`src/rtl/ipv4_prefix_blocklist_table_unit_assert.svh`:
```
// Assertion macros used by the table engine (ipbl_back) of the prefix blocklist table RTL.
`ifndef IPV4_PREFIX_BLOCKLIST_TABLE_UNIT_ASSERT_SVH
`define IPV4_PREFIX_BLOCKLIST_TABLE_UNIT_ASSERT_SVH
`ifndef SYNTHESIS
`define IPBL_ASSERT(lbl, prop) \
  lbl: assert property (@(posedge clk) disable iff (rst) prop) \
    else $error("ipbl assertion failed");
`define IPBL_NEVER(lbl, cond) \
  lbl: assert property (@(posedge clk) disable iff (rst) !(cond)) \
    else $error("ipbl forbidden condition seen");
`else
`define IPBL_ASSERT(lbl, prop)
`define IPBL_NEVER(lbl, cond)
`endif
`endif

```
`src/rtl/ipbl_pkg.sv`:
```
// Types, constants and helper functions of the prefix blocklist table.
`timescale 1ns / 1ps
package ipbl_pkg;

  localparam int TABLE_DEPTH = 256;
  localparam int IDX_W = (TABLE_DEPTH > 1) ? $clog2(TABLE_DEPTH) : 1;
  localparam int CNT_W = $clog2(TABLE_DEPTH + 1);
  localparam logic [CNT_W-1:0] FULL_COUNT = CNT_W'(TABLE_DEPTH);

  localparam int QUEUE_DEPTH = 2;
  localparam int QPTR_W = (QUEUE_DEPTH > 1) ? $clog2(QUEUE_DEPTH) : 1;
  localparam int QCNT_W = $clog2(QUEUE_DEPTH + 1);

  localparam int ADDR_W = 32;
  localparam int PLEN_W = 6;
  localparam int COUNT_OUT_W = 9;
  localparam logic [ADDR_W-1:0] ALL_ONES = 32'hFFFF_FFFF;
  localparam logic [PLEN_W-1:0] FULL_PREFIX = 6'd32;
  localparam int ENTRY_W = 2 * ADDR_W;

  typedef enum logic [1:0] {
    CMD_CHECK    = 2'd0,
    CMD_ADD_HOST = 2'd1,
    CMD_APPEND   = 2'd2,
    CMD_CLEAR    = 2'd3
  } command_t;

  typedef enum logic [1:0] {
    ST_DONE   = 2'd0,
    ST_FULL   = 2'd1,
    ST_LISTED = 2'd2
  } status_t;

  typedef struct packed {
    command_t          cmd;
    logic [ADDR_W-1:0] addr;
    logic [ADDR_W-1:0] mask;
  } req_t;

  typedef struct packed {
    logic full;
    logic empty;
  } queue_status_t;

  function automatic logic [ADDR_W-1:0] prefix_mask(input logic [PLEN_W-1:0] len);
    logic [ADDR_W-1:0] mask;
    if (len == '0) begin
      mask = '0;
    end else if (len >= FULL_PREFIX) begin
      mask = ALL_ONES;
    end else begin
      mask = ~(ALL_ONES >> len);
    end
    return mask;
  endfunction

endpackage

```
`src/rtl/ipbl_queue.sv`:
```
// Short request queue between the front stage and the table engine.
`timescale 1ns / 1ps
module ipbl_queue (
  input  logic                    clk,
  input  logic                    rst,
  input  logic                    push,
  input  ipbl_pkg::req_t          push_req,
  input  logic                    pop,
  output ipbl_pkg::req_t          head,
  output ipbl_pkg::queue_status_t q_status
);

  ipbl_pkg::req_t                  slots [ipbl_pkg::QUEUE_DEPTH];
  logic [ipbl_pkg::QPTR_W-1:0]     wr_ptr;
  logic [ipbl_pkg::QPTR_W-1:0]     rd_ptr;
  logic [ipbl_pkg::QCNT_W-1:0]     fill;

  localparam logic [ipbl_pkg::QPTR_W-1:0] LAST_SLOT = ipbl_pkg::QPTR_W'(ipbl_pkg::QUEUE_DEPTH - 1);
  localparam logic [ipbl_pkg::QCNT_W-1:0] FULL_FILL = ipbl_pkg::QCNT_W'(ipbl_pkg::QUEUE_DEPTH);

  assign head           = slots[rd_ptr];
  assign q_status.full  = (fill == FULL_FILL);
  assign q_status.empty = (fill == '0);

  always_ff @(posedge clk) begin
    if (rst) begin
      wr_ptr <= '0;
      rd_ptr <= '0;
      fill   <= '0;
    end else begin
      if (push) begin
        wr_ptr <= (wr_ptr == LAST_SLOT) ? '0 : wr_ptr + 1'b1;
      end
      if (pop) begin
        rd_ptr <= (rd_ptr == LAST_SLOT) ? '0 : rd_ptr + 1'b1;
      end
      if (push && !pop) begin
        fill <= fill + 1'b1;
      end else if (pop && !push) begin
        fill <= fill - 1'b1;
      end
    end
    if (push) begin
      slots[wr_ptr] <= push_req;
    end
  end

endmodule

```
`config.mk`:
```
export PLATFORM = sky130hd
export DESIGN_NAME = ipbl_queue
export DESIGN_NICKNAME = d
export VERILOG_FILES = /design/src/rtl/ipv4_prefix_blocklist_table_unit_assert.svh /design/src/rtl/ipbl_pkg.sv /design/src/rtl/ipbl_queue.sv
export SDC_FILE = /design/constraint.sdc
export NUM_CORES = 1
export LEC_CHECK = 0
export BUFFER_PORTS_ARGS = -buffer_cell sky130_fd_sc_hd__clkbuf_2
export CELL_PAD_IN_SITES_DETAIL_PLACEMENT = 1
export CELL_PAD_IN_SITES_GLOBAL_PLACEMENT = 2
export CORE_ASPECT_RATIO = 1.2
export CORE_MARGIN = 2
export CORE_UTILIZATION = 35
export CTS_BUF_LIST = sky130_fd_sc_hd__clkbuf_4
export DETAILED_ROUTE_END_ITERATION = 6
export PLACE_DENSITY_LB_ADDON = 0.15
export SLEW_MARGIN = 40
export SYNTH_ARGS = -nofsm -noshare
export SYNTH_HDL_FRONTEND = slang
export SYNTH_SLANG_ARGS = --single-unit
export TNS_END_PERCENT = 100
```
`constraint.sdc`:
```
create_clock -name clk -period 3.8 [get_ports clk]
set_input_delay 0.76 -clock clk [delete_from_list [all_inputs] [get_ports clk]]
set_output_delay 0.76 -clock clk [all_outputs]
set_load 0.1 [all_outputs]
```
==> summary.txt <==
STA
  – Worst slew pin tran: 562 ps
  – RSZ-0062 raised after global routing: no
  – Final-report hold violation count: 0
  – Tcrit/Tclk final: 79.2%
  – Fmax: 332 MHz
  – Slew headroom: 62.7%
  – # setup viols final: 0
  – Clock Skews: 12.5 ps
  – Min cycle time layout: 3010 ps
  – Setup TNS: 0 ps
  – Slew Limit Fails: 0
  – Min Hold Slack: 425 ps
  – Final WS setup: 789 ps

Worst setup path
  – Worst setup SP type: register
  – Crit Path Max Fanout: 35
  – Worst path required time: 3040 ps
  – Arrival @ worst endpoint: 2250 ps
  – CP endpoint kind: output port
  – Setup CP Type: register to output port

Power
  – Static leakage: 2.35 nW
  – Net Sw Frac: 33.9%
  – Psw: 1.27 mW
  – Internal power: 2.47 mW
  – Pwr Density: 603 nW/um^2
  – Clock power frac: 27.6%
  – Seq pwr share: 48.0%
  – Maximum vdd drop: 0.000265 V
  – Comb pwr share: 24.4%

Die
  – Top-Level Pins: 138
  – Die ar.: 15200 um^2
  – Initial Util: 35.9%
  – Core region area: 13900 um^2
  – Die width: 113 um
  – Num rows: 47
  – Die height: 135 um

Placed design
  – Post-place instance area: 5890 um^2
  – Post-DP HPWL: 6.26 mm
  – Dpl cells: 531
  – PortBufs: 137
  – RD Place Congestion: 0.670
  – Post-Place Worst Slack: 1270 ps

Clock network
  – Clk Tree Root Cell: clkbuf_4
  – CTS buffer count: 17
  – Setup Buffers After CTS: 0
  – Worst-path clk slew: 110 ps
  – Clock latency at the later pin of the worst-skew pair: 520 ps
  – PostCTS Resize Cnt: 0
  – Max H-tree Level: 4
  – Hold-fix buffers, CTS: 0
  – CTS tree: done
  – CTS Sinks: 137
  – Clk buf depth: 2

Detailed routing
  – DRC: 11
  – Wire per inst: 17.2 um
  – Via count: 2579
  – Routed WL: 9.68 mm
  – Drt first pass iters: 6
  – 1st-iter DRT viols: 140
  – Vias per std cell: 4.57
  – Routed Antenna Nets: 0

Yosys
  – Synthesized instance count: 227
  – Post-synth net total: 298
  – Seq cells post-synth: 137
  – Distinct cells, synth: 17
  – Seq/Total Area, Yosys: 81.6%
  – Avg Cell Area, Syn: 21.9 um^2
  – Synth Cell Area: 4980 um^2
  – Synth warn: 0

Final layout
  – Design Area, Final: 6200 um^2
  – Syn-to-layout area delta: 24.6%
  – Non-Filler Instances: 564
  – Final nets: 450
  – Layout cell share with drive strength beyond 1: 60.7%
  – Fill cell count: 1359

Global routing
  – GRT Residual Overflow: 0
  – Largest net degree at the start of global routing: 53
  – Total track usage: 13.4%
  – Initial antenna violation count: 1
  – First-pass GRT wire length: 14.9 mm
  – Vias in the first global route: 2786

Outcome
  – Failing checks: design-rule violations
  – Status: complete, but fails checks

Run
  – Max_cap viols: 0

Min path
  – HP Class: input port to register
synth_stat cells (all sizes together):
cell    instances  area share, %
a21oi           1           0.10
and2            1           0.13
and2b           1           0.18
buf             7            1.3
dfxtp           5            2.0
edfxtp        132             80
ha              1           0.25
inv             1          0.075
mux2           66             15
nor2            5           0.38
nor2b           1           0.13
o21ai           1           0.10
or3             1           0.13
xnor2           2           0.35
xor2            2           0.35
area by class of cell:
type / instances / area [um^2] / share of cell area, %
Antenna cell: 1 / 2.50 / 0.0404
Clock buffer: 21 / 158 / 2.54
Clock inverter: 11 / 153 / 2.46
Inverter: 1 / 3.75 / 0.0605
Multi-Input combinational cell: 82 / 857 / 13.8
Sequential cell: 137 / 4070 / 65.6
Tap cell: 171 / 214 / 3.45
Timing Repair Buffer: 140 / 746 / 12.0
metal layers:
layer,global-route usage (%),routed length (um)
met2,22.2,4960
met3,5.39,751
met5,0,0
met1,15.2,3800
met4,6.10,171
worst max-delay path, stage by stage, from the launching register on:
cell	delay, ps
dfxtp_4	680
buf_12	280
mux2_2	390
clkbuf_2	380
cells in the final DEF (no fill, tap or decap), drive strengths merged, types with 2 or more instances in the layout:
| cell | instances |
|---|---|
| clkbuf | 158 |
| dfxtp | 5 |
| buf | 3 |
| nor2 | 5 |
| bufinv | 4 |
| mux2 | 66 |
| xnor2 | 2 |
| edfxtp | 132 |
| clkinv | 6 |
| xor2 | 2 |
metrics by stage:
stage	utilization (%)	power, mW
floorplan	-	2.59
global placement	42.1	2.73
detailed placement	42.4	2.75
CTS	44.7	3.80
global route	44.7	3.89
finish	44.7	3.74
path summary, 6_finish.rpt:
path	slack [ps]	cells past startpoint	from	to
max	790	3	register	head[52]
min	420	1	push_req[47]	slots[0][47]
max reg2reg	2270	2	wr_ptr	slots[1][4]
min reg2reg	530	2	rd_ptr	rd_ptr
registers in the layout, summed over array words and instances, names as in the netlist, named ones only:
register  count
fill          2
rd_ptr        1
slots       132
wr_ptr        1
logic make-up after synthesis:
kind of cell / count (synthesis) / synth area share [%]
fa+ha+maj: 1 / 0.251
flops: 137 / 81.6
xor+xnor: 4 / 0.704
buf+inv: 8 / 1.33
simple gates: 9 / 0.930
mux: 66 / 14.9
compound gates: 2 / 0.201
power by group through the flow:
stage / Clock [mW] / Sequential [mW] / Combinational (mW)
CTS: 1.08 / 1.80 / 0.923
global placement: 0 / 1.84 / 0.893
global route: 1.13 / 1.81 / 0.943
floorplan: 0 / 1.81 / 0.776
finish: 1.03 / 1.80 / 0.911
detailed placement: 0 / 1.83 / 0.921
(Power assumes the default switching activity.)
