`config.mk`:
```
export PLATFORM = sky130hd
export DESIGN_NAME = ipbl_front
export DESIGN_NICKNAME = d
export VERILOG_FILES = /design/src/rtl/ipv4_prefix_blocklist_table_unit_assert.svh /design/src/rtl/ipbl_pkg.sv /design/src/rtl/ipbl_front.sv
export SDC_FILE = /design/constraint.sdc
export NUM_CORES = 1
export LEC_CHECK = 0
export ABC_AREA = 0
export BUFFER_PORTS_ARGS = -buffer_cell sky130_fd_sc_hd__buf_2
export CAP_MARGIN = 5
export CORE_MARGIN = 2
export CORE_UTILIZATION = 51
export DETAILED_ROUTE_END_ITERATION = 10
export PLACE_DENSITY = 0.8
export SETUP_SLACK_MARGIN = 0.4
export SYNTH_ARGS = -nofsm -noshare
export SYNTH_HDL_FRONTEND = slang
export SYNTH_SLANG_ARGS = --single-unit
```
`constraint.sdc`:
```
create_clock -name clk -period 12.25 [get_ports clk]
set_clock_uncertainty 0.1 [all_clocks]
set_input_delay 0.6125 -clock clk [delete_from_list [all_inputs] [get_ports clk]]
set_output_delay 0.6125 -clock clk [all_outputs]
set_load 0.01 [all_outputs]
```
`src/rtl/ipv4_prefix_blocklist_table_unit_assert.svh`:
```
// Assertion macros used by the table engine (ipbl_back) of the prefix blocklist table RTL.
`ifndef IPV4_PREFIX_BLOCKLIST_TABLE_UNIT_ASSERT_SVH
`define IPV4_PREFIX_BLOCKLIST_TABLE_UNIT_ASSERT_SVH
`ifndef SYNTHESIS
`define IPBL_ASSERT(lbl, prop) \
  lbl: assert property (@(posedge clk) disable iff (rst) prop) \
    else $error("ipbl assertion failed");
`define IPBL_NEVER(lbl, cond) \
  lbl: assert property (@(posedge clk) disable iff (rst) !(cond)) \
    else $error("ipbl forbidden condition seen");
`else
`define IPBL_ASSERT(lbl, prop)
`define IPBL_NEVER(lbl, cond)
`endif
`endif

```
`src/rtl/ipbl_pkg.sv`:
```
// Types, constants and helper functions of the prefix blocklist table.
`timescale 1ns / 1ps
package ipbl_pkg;

  localparam int TABLE_DEPTH = 256;
  localparam int IDX_W = (TABLE_DEPTH > 1) ? $clog2(TABLE_DEPTH) : 1;
  localparam int CNT_W = $clog2(TABLE_DEPTH + 1);
  localparam logic [CNT_W-1:0] FULL_COUNT = CNT_W'(TABLE_DEPTH);

  localparam int QUEUE_DEPTH = 2;
  localparam int QPTR_W = (QUEUE_DEPTH > 1) ? $clog2(QUEUE_DEPTH) : 1;
  localparam int QCNT_W = $clog2(QUEUE_DEPTH + 1);

  localparam int ADDR_W = 32;
  localparam int PLEN_W = 6;
  localparam int COUNT_OUT_W = 9;
  localparam logic [ADDR_W-1:0] ALL_ONES = 32'hFFFF_FFFF;
  localparam logic [PLEN_W-1:0] FULL_PREFIX = 6'd32;
  localparam int ENTRY_W = 2 * ADDR_W;

  typedef enum logic [1:0] {
    CMD_CHECK    = 2'd0,
    CMD_ADD_HOST = 2'd1,
    CMD_APPEND   = 2'd2,
    CMD_CLEAR    = 2'd3
  } command_t;

  typedef enum logic [1:0] {
    ST_DONE   = 2'd0,
    ST_FULL   = 2'd1,
    ST_LISTED = 2'd2
  } status_t;

  typedef struct packed {
    command_t          cmd;
    logic [ADDR_W-1:0] addr;
    logic [ADDR_W-1:0] mask;
  } req_t;

  typedef struct packed {
    logic full;
    logic empty;
  } queue_status_t;

  function automatic logic [ADDR_W-1:0] prefix_mask(input logic [PLEN_W-1:0] len);
    logic [ADDR_W-1:0] mask;
    if (len == '0) begin
      mask = '0;
    end else if (len >= FULL_PREFIX) begin
      mask = ALL_ONES;
    end else begin
      mask = ~(ALL_ONES >> len);
    end
    return mask;
  endfunction

endpackage

```
`src/rtl/ipbl_front.sv`:
```
// Front stage: takes requests, builds the prefix mask and feeds the queue.
`timescale 1ns / 1ps
module ipbl_front (
  input  logic                                clk,
  input  logic                                rst,
  input  logic                                start,
  output logic                                busy,
  input  logic [1:0]                          command,
  input  logic [ipbl_pkg::ADDR_W-1:0]         address,
  input  logic [ipbl_pkg::PLEN_W-1:0]         prefix_len,
  input  ipbl_pkg::queue_status_t             q_status,
  output logic                                push,
  output ipbl_pkg::req_t                      push_req
);

  logic                 front_valid;
  ipbl_pkg::req_t       front_req;
  ipbl_pkg::req_t       new_req;
  ipbl_pkg::command_t   cmd_in;
  logic [ipbl_pkg::ADDR_W-1:0] mask_in;
  logic                 accept;

  assign cmd_in  = ipbl_pkg::command_t'(command);
  assign mask_in = ipbl_pkg::prefix_mask(prefix_len);

  always_comb begin
    new_req.cmd  = cmd_in;
    new_req.addr = address;
    new_req.mask = ipbl_pkg::ALL_ONES;
    if (cmd_in == ipbl_pkg::CMD_APPEND) begin
      new_req.addr = address & mask_in;
      new_req.mask = mask_in;
    end
  end

  assign push     = front_valid && !q_status.full;
  assign busy     = front_valid && q_status.full;
  assign accept   = start && !busy;
  assign push_req = front_req;

  always_ff @(posedge clk) begin
    if (rst) begin
      front_valid <= 1'b0;
    end else if (accept) begin
      front_valid <= 1'b1;
    end else if (push) begin
      front_valid <= 1'b0;
    end
    if (accept) begin
      front_req <= new_req;
    end
  end

endmodule

```
==> flow_summary_export.csv <==
group,metric,value,unit
grt,grt_remaining_overflow,0,
logic_synthesis,synth_seq_area_share,74.1,%
logic_synthesis,synth-edff-count,66,
cts,postCtsResizedCells,0,
logic_synthesis,ys_ff_latch,67,
placed_design,finalWeightedCongestion,0.707,
sta,timing.fmax,0.547,GHz
drt,wire_per_inst,15.7,um
power_and_ir_drop,p_seq_share,52.2,%
finish,antenna_cells,0,
finish,multi_input_comb_area,614,um2
finish,final_layout_size_suffix_gt1_share,43.6,%
sta,tightestPinTransition,0.809,ns
logic_synthesis,synth_commonest_cells,"edfxtp_1 (66), nand2_1 (24), a21boi_0 (16)",
cts,h-tree-depth,3,
floorplan,dieHeight,76.8,um
worst_setup_path,critPathKind,"input pin to flop",
flow_run,drv_cap,0,
power_and_ir_drop,power.leakage,0.00132,uW
cts,post-cts-setup-buffers,0,
sta,relSlewSlack,46.1,%
drt,drtAntennaViolNets,0,
sta,period_share,14.9,%
logic_synthesis,synth_most_common_cell,"edfxtp_1",
sta,whs,0.329,ns
sta,min_period,1.83,ns
finish,n_fill_cell,396,
grt,grt_max_degree,67,
floorplan,io_pins,113,
cts,cts_root_buffer,"clkbuf_8",
drt,drt_iter0_drc,194,
cts,path_clk_slew,0.07,ns
worst_setup_path,crit_fanout,66,
logic_synthesis,async_flop_share,0,%
power_and_ir_drop,sw_frac_of_total,22.5,%
worst_setup_path,crit_buf_inv,2,
sta,setup_violations,0,
placed_design,place_hpwl,3960,um
cts,hold_buffers,0,
grt,antenna_found_initial,0,
logic_synthesis,synth_fp_nets,235,
logic_synthesis,synth_top_area_share,73.4,%
worst_setup_path,start_kind,"input pin",
grt,grt.total_usage,20.7,%
worst_hold_path,hold_path_class,"input pin to flop",
floorplan,core-area,5110,um2
run_status,outcome,"complete, no violations",
power_and_ir_drop,powerDensity,145,nW/um2
finish,synthToLayoutAreaGrowth,30.6,%
sta,rsz0062_at_grt,"false",
sta,slew_viol_final,0,
finish,final_core_util,69.1,%
grt,grt_first_pass_wirelength,9160,um
cts,numCtsBuffers,9,
floorplan,fp.dieW,76.8,um
power_and_ir_drop,switchingPower,115,uW
worst_setup_path,slowest_stage,"buf_4",
logic_synthesis,netlist_area,2700,um2
worst_setup_path,crit_required,12.11,ns
worst_setup_path,crit_chain,"buf_2 > and2_1 > nor2b_4 > buf_4",
logic_synthesis,synth.largest_area_cell,"edfxtp_1",
drt,vias,1962,
drt,routed_via_density,5.20,
worst_setup_path,crit_path_end_kind,"flop",
floorplan,die_area,5900,um2
logic_synthesis,ys_top_cells_by_area,"edfxtp_1 (73%), a21boi_0 (4.4%), nand2_1 (3.3%), o2bb2ai_1 (3.2%), o21ai_0 (2.6%)",
grt,grt_pass1_vias,1935,
logic_synthesis,ys_warn_count,0,
logic_synthesis,synth_top_flop_cell,"edfxtp_1",
drt,routed_wl,5920,um
logic_synthesis,synth.distinct_cells,25,
power_and_ir_drop,comb_power_share,9.6,%
cts,clockBufferDepth,2,
cts,insertion_delay,0.33,ns
worst_setup_path,cpPeakStageDelay,0.62,ns
floorplan,start_util,52.9,%
logic_synthesis,syn_avg_cell_area,14.2,um2
worst_setup_path,crit_arrival,1.69,ns
finish,final-seq-area,2000,um2
placed_design,portBuffers,111,
power_and_ir_drop,p_int,398,uW
cts,cts_sinks,67,
power_and_ir_drop,clkPwrFrac,38.2,%
drt,dr.pass1.iters,4,
logic_synthesis,synthCells,190,
sta,hold_viol,0,
sta,tns,0,ns
floorplan,core.rowCount,26,
drt,drc,0,
cts,cts_tree,"yes",
power_and_ir_drop,vdd_ir_drop_max,0.0866,mV
worst_setup_path,critPathTopFamily,"buffers and inverters",
finish,layout.nets,347,
-- placed cells by master, fill, tap and decap left out, types with 2 or more instances in the layout --
cell type,instances
bufinv_16,2
buf_2,111
clkinvlp_4,2
a21oi_1,3
nand2_1,24
inv_1,6
o21ai_0,14
nand3_1,11
a31oi_1,4
clkbuf_8,9
nand4_1,3
inv_2,2
o211ai_1,3
buf_4,3
and2_1,3
edfxtp_1,66
nor3_1,2
o2bb2ai_1,10
a21boi_0,16
nor2_1,3
-- routing by layer --
metal / track usage [%] / part of all wire [%] / up-vias
met5: 0 / 0 / -
met2: 35.2 / 53 / 91
met4: 12.9 / 1.9 / 0
li1: - / - / 937
met3: 5.06 / 6.5 / 9
met1: 23.4 / 39 / 925
-- power groups by stage --
stage / sequential (uW) / clock (uW) / combinational, uW
floorplan: 281 / 0 / 19.3
global placement: 273 / 0 / 47.8
detailed placement: 273 / 0 / 49.4
CTS: 268 / 199 / 49.6
global route: 269 / 208 / 53.9
finish: 268 / 196 / 49.3
-- through the flow --
stage | instance area, um2 | setup WS, ns | std cells | power, uW
6_report | 3530 | 10.42 | 377 | 513
5_1_grt | 3530 | 10.37 | 377 | 531
4_1_cts | 3530 | 10.45 | 377 | 517
3_5_place_dp | 3310 | 10.09 | 361 | 323
3_3_place_gp | 3310 | 10.13 | 361 | 320
2_1_floorplan | 2700 | 7.90 | 190 | 300
-- worst reg2reg max path: stages, from the launching register on --
cell	delay, ns
dfxtp_1	0.32
and2_1	0.17
nor2b_4	0.10
buf_4	0.62
-- kinds of logic (layout without fill, tap and decap cells) --
| group | count (synthesis) | after routing | share of synthesized area [%] |
|---|---|---|---|
| flip-flops | 67 | 67 | 74.1 |
| buffers and inverters | 21 | 138 | 3.75 |
| AND/OR/NAND/NOR | 51 | 51 | 9.26 |
| AO/OA/AOI/OAI | 51 | 51 | 12.9 |
-- sequential cells by signal, summed over array words and instances, names as in the netlist --
name         cells
push_req        66
front_valid      1
-- final cells by class --
type | count | share of cell area, %
clock buffers | 9 | 3.51
clock inverters | 7 | 2.62
well taps | 70 | 2.48
flip-flops and latches | 67 | 56.7
multi-input cells | 102 | 17.4
repair buffers | 114 | 16.4
inverters | 8 | 0.851
-- worst paths after layout --
kind / startpoint / end / slack [ns] / cells after the start
setup / recovery: q_status[1] / push_req[54]$_DFFE_PP_ / 10.42 / 4
hold / removal: rst / front_valid$_SDFFE_PP0P_ / 0.33 / 2
setup reg to reg: front_valid$_SDFFE_PP0P_ / push_req[54]$_DFFE_PP_ / 10.51 / 3
hold reg to reg: front_valid$_SDFFE_PP0P_ / front_valid$_SDFFE_PP0P_ / 0.41 / 2
Power figures use the tool's default switching activity.
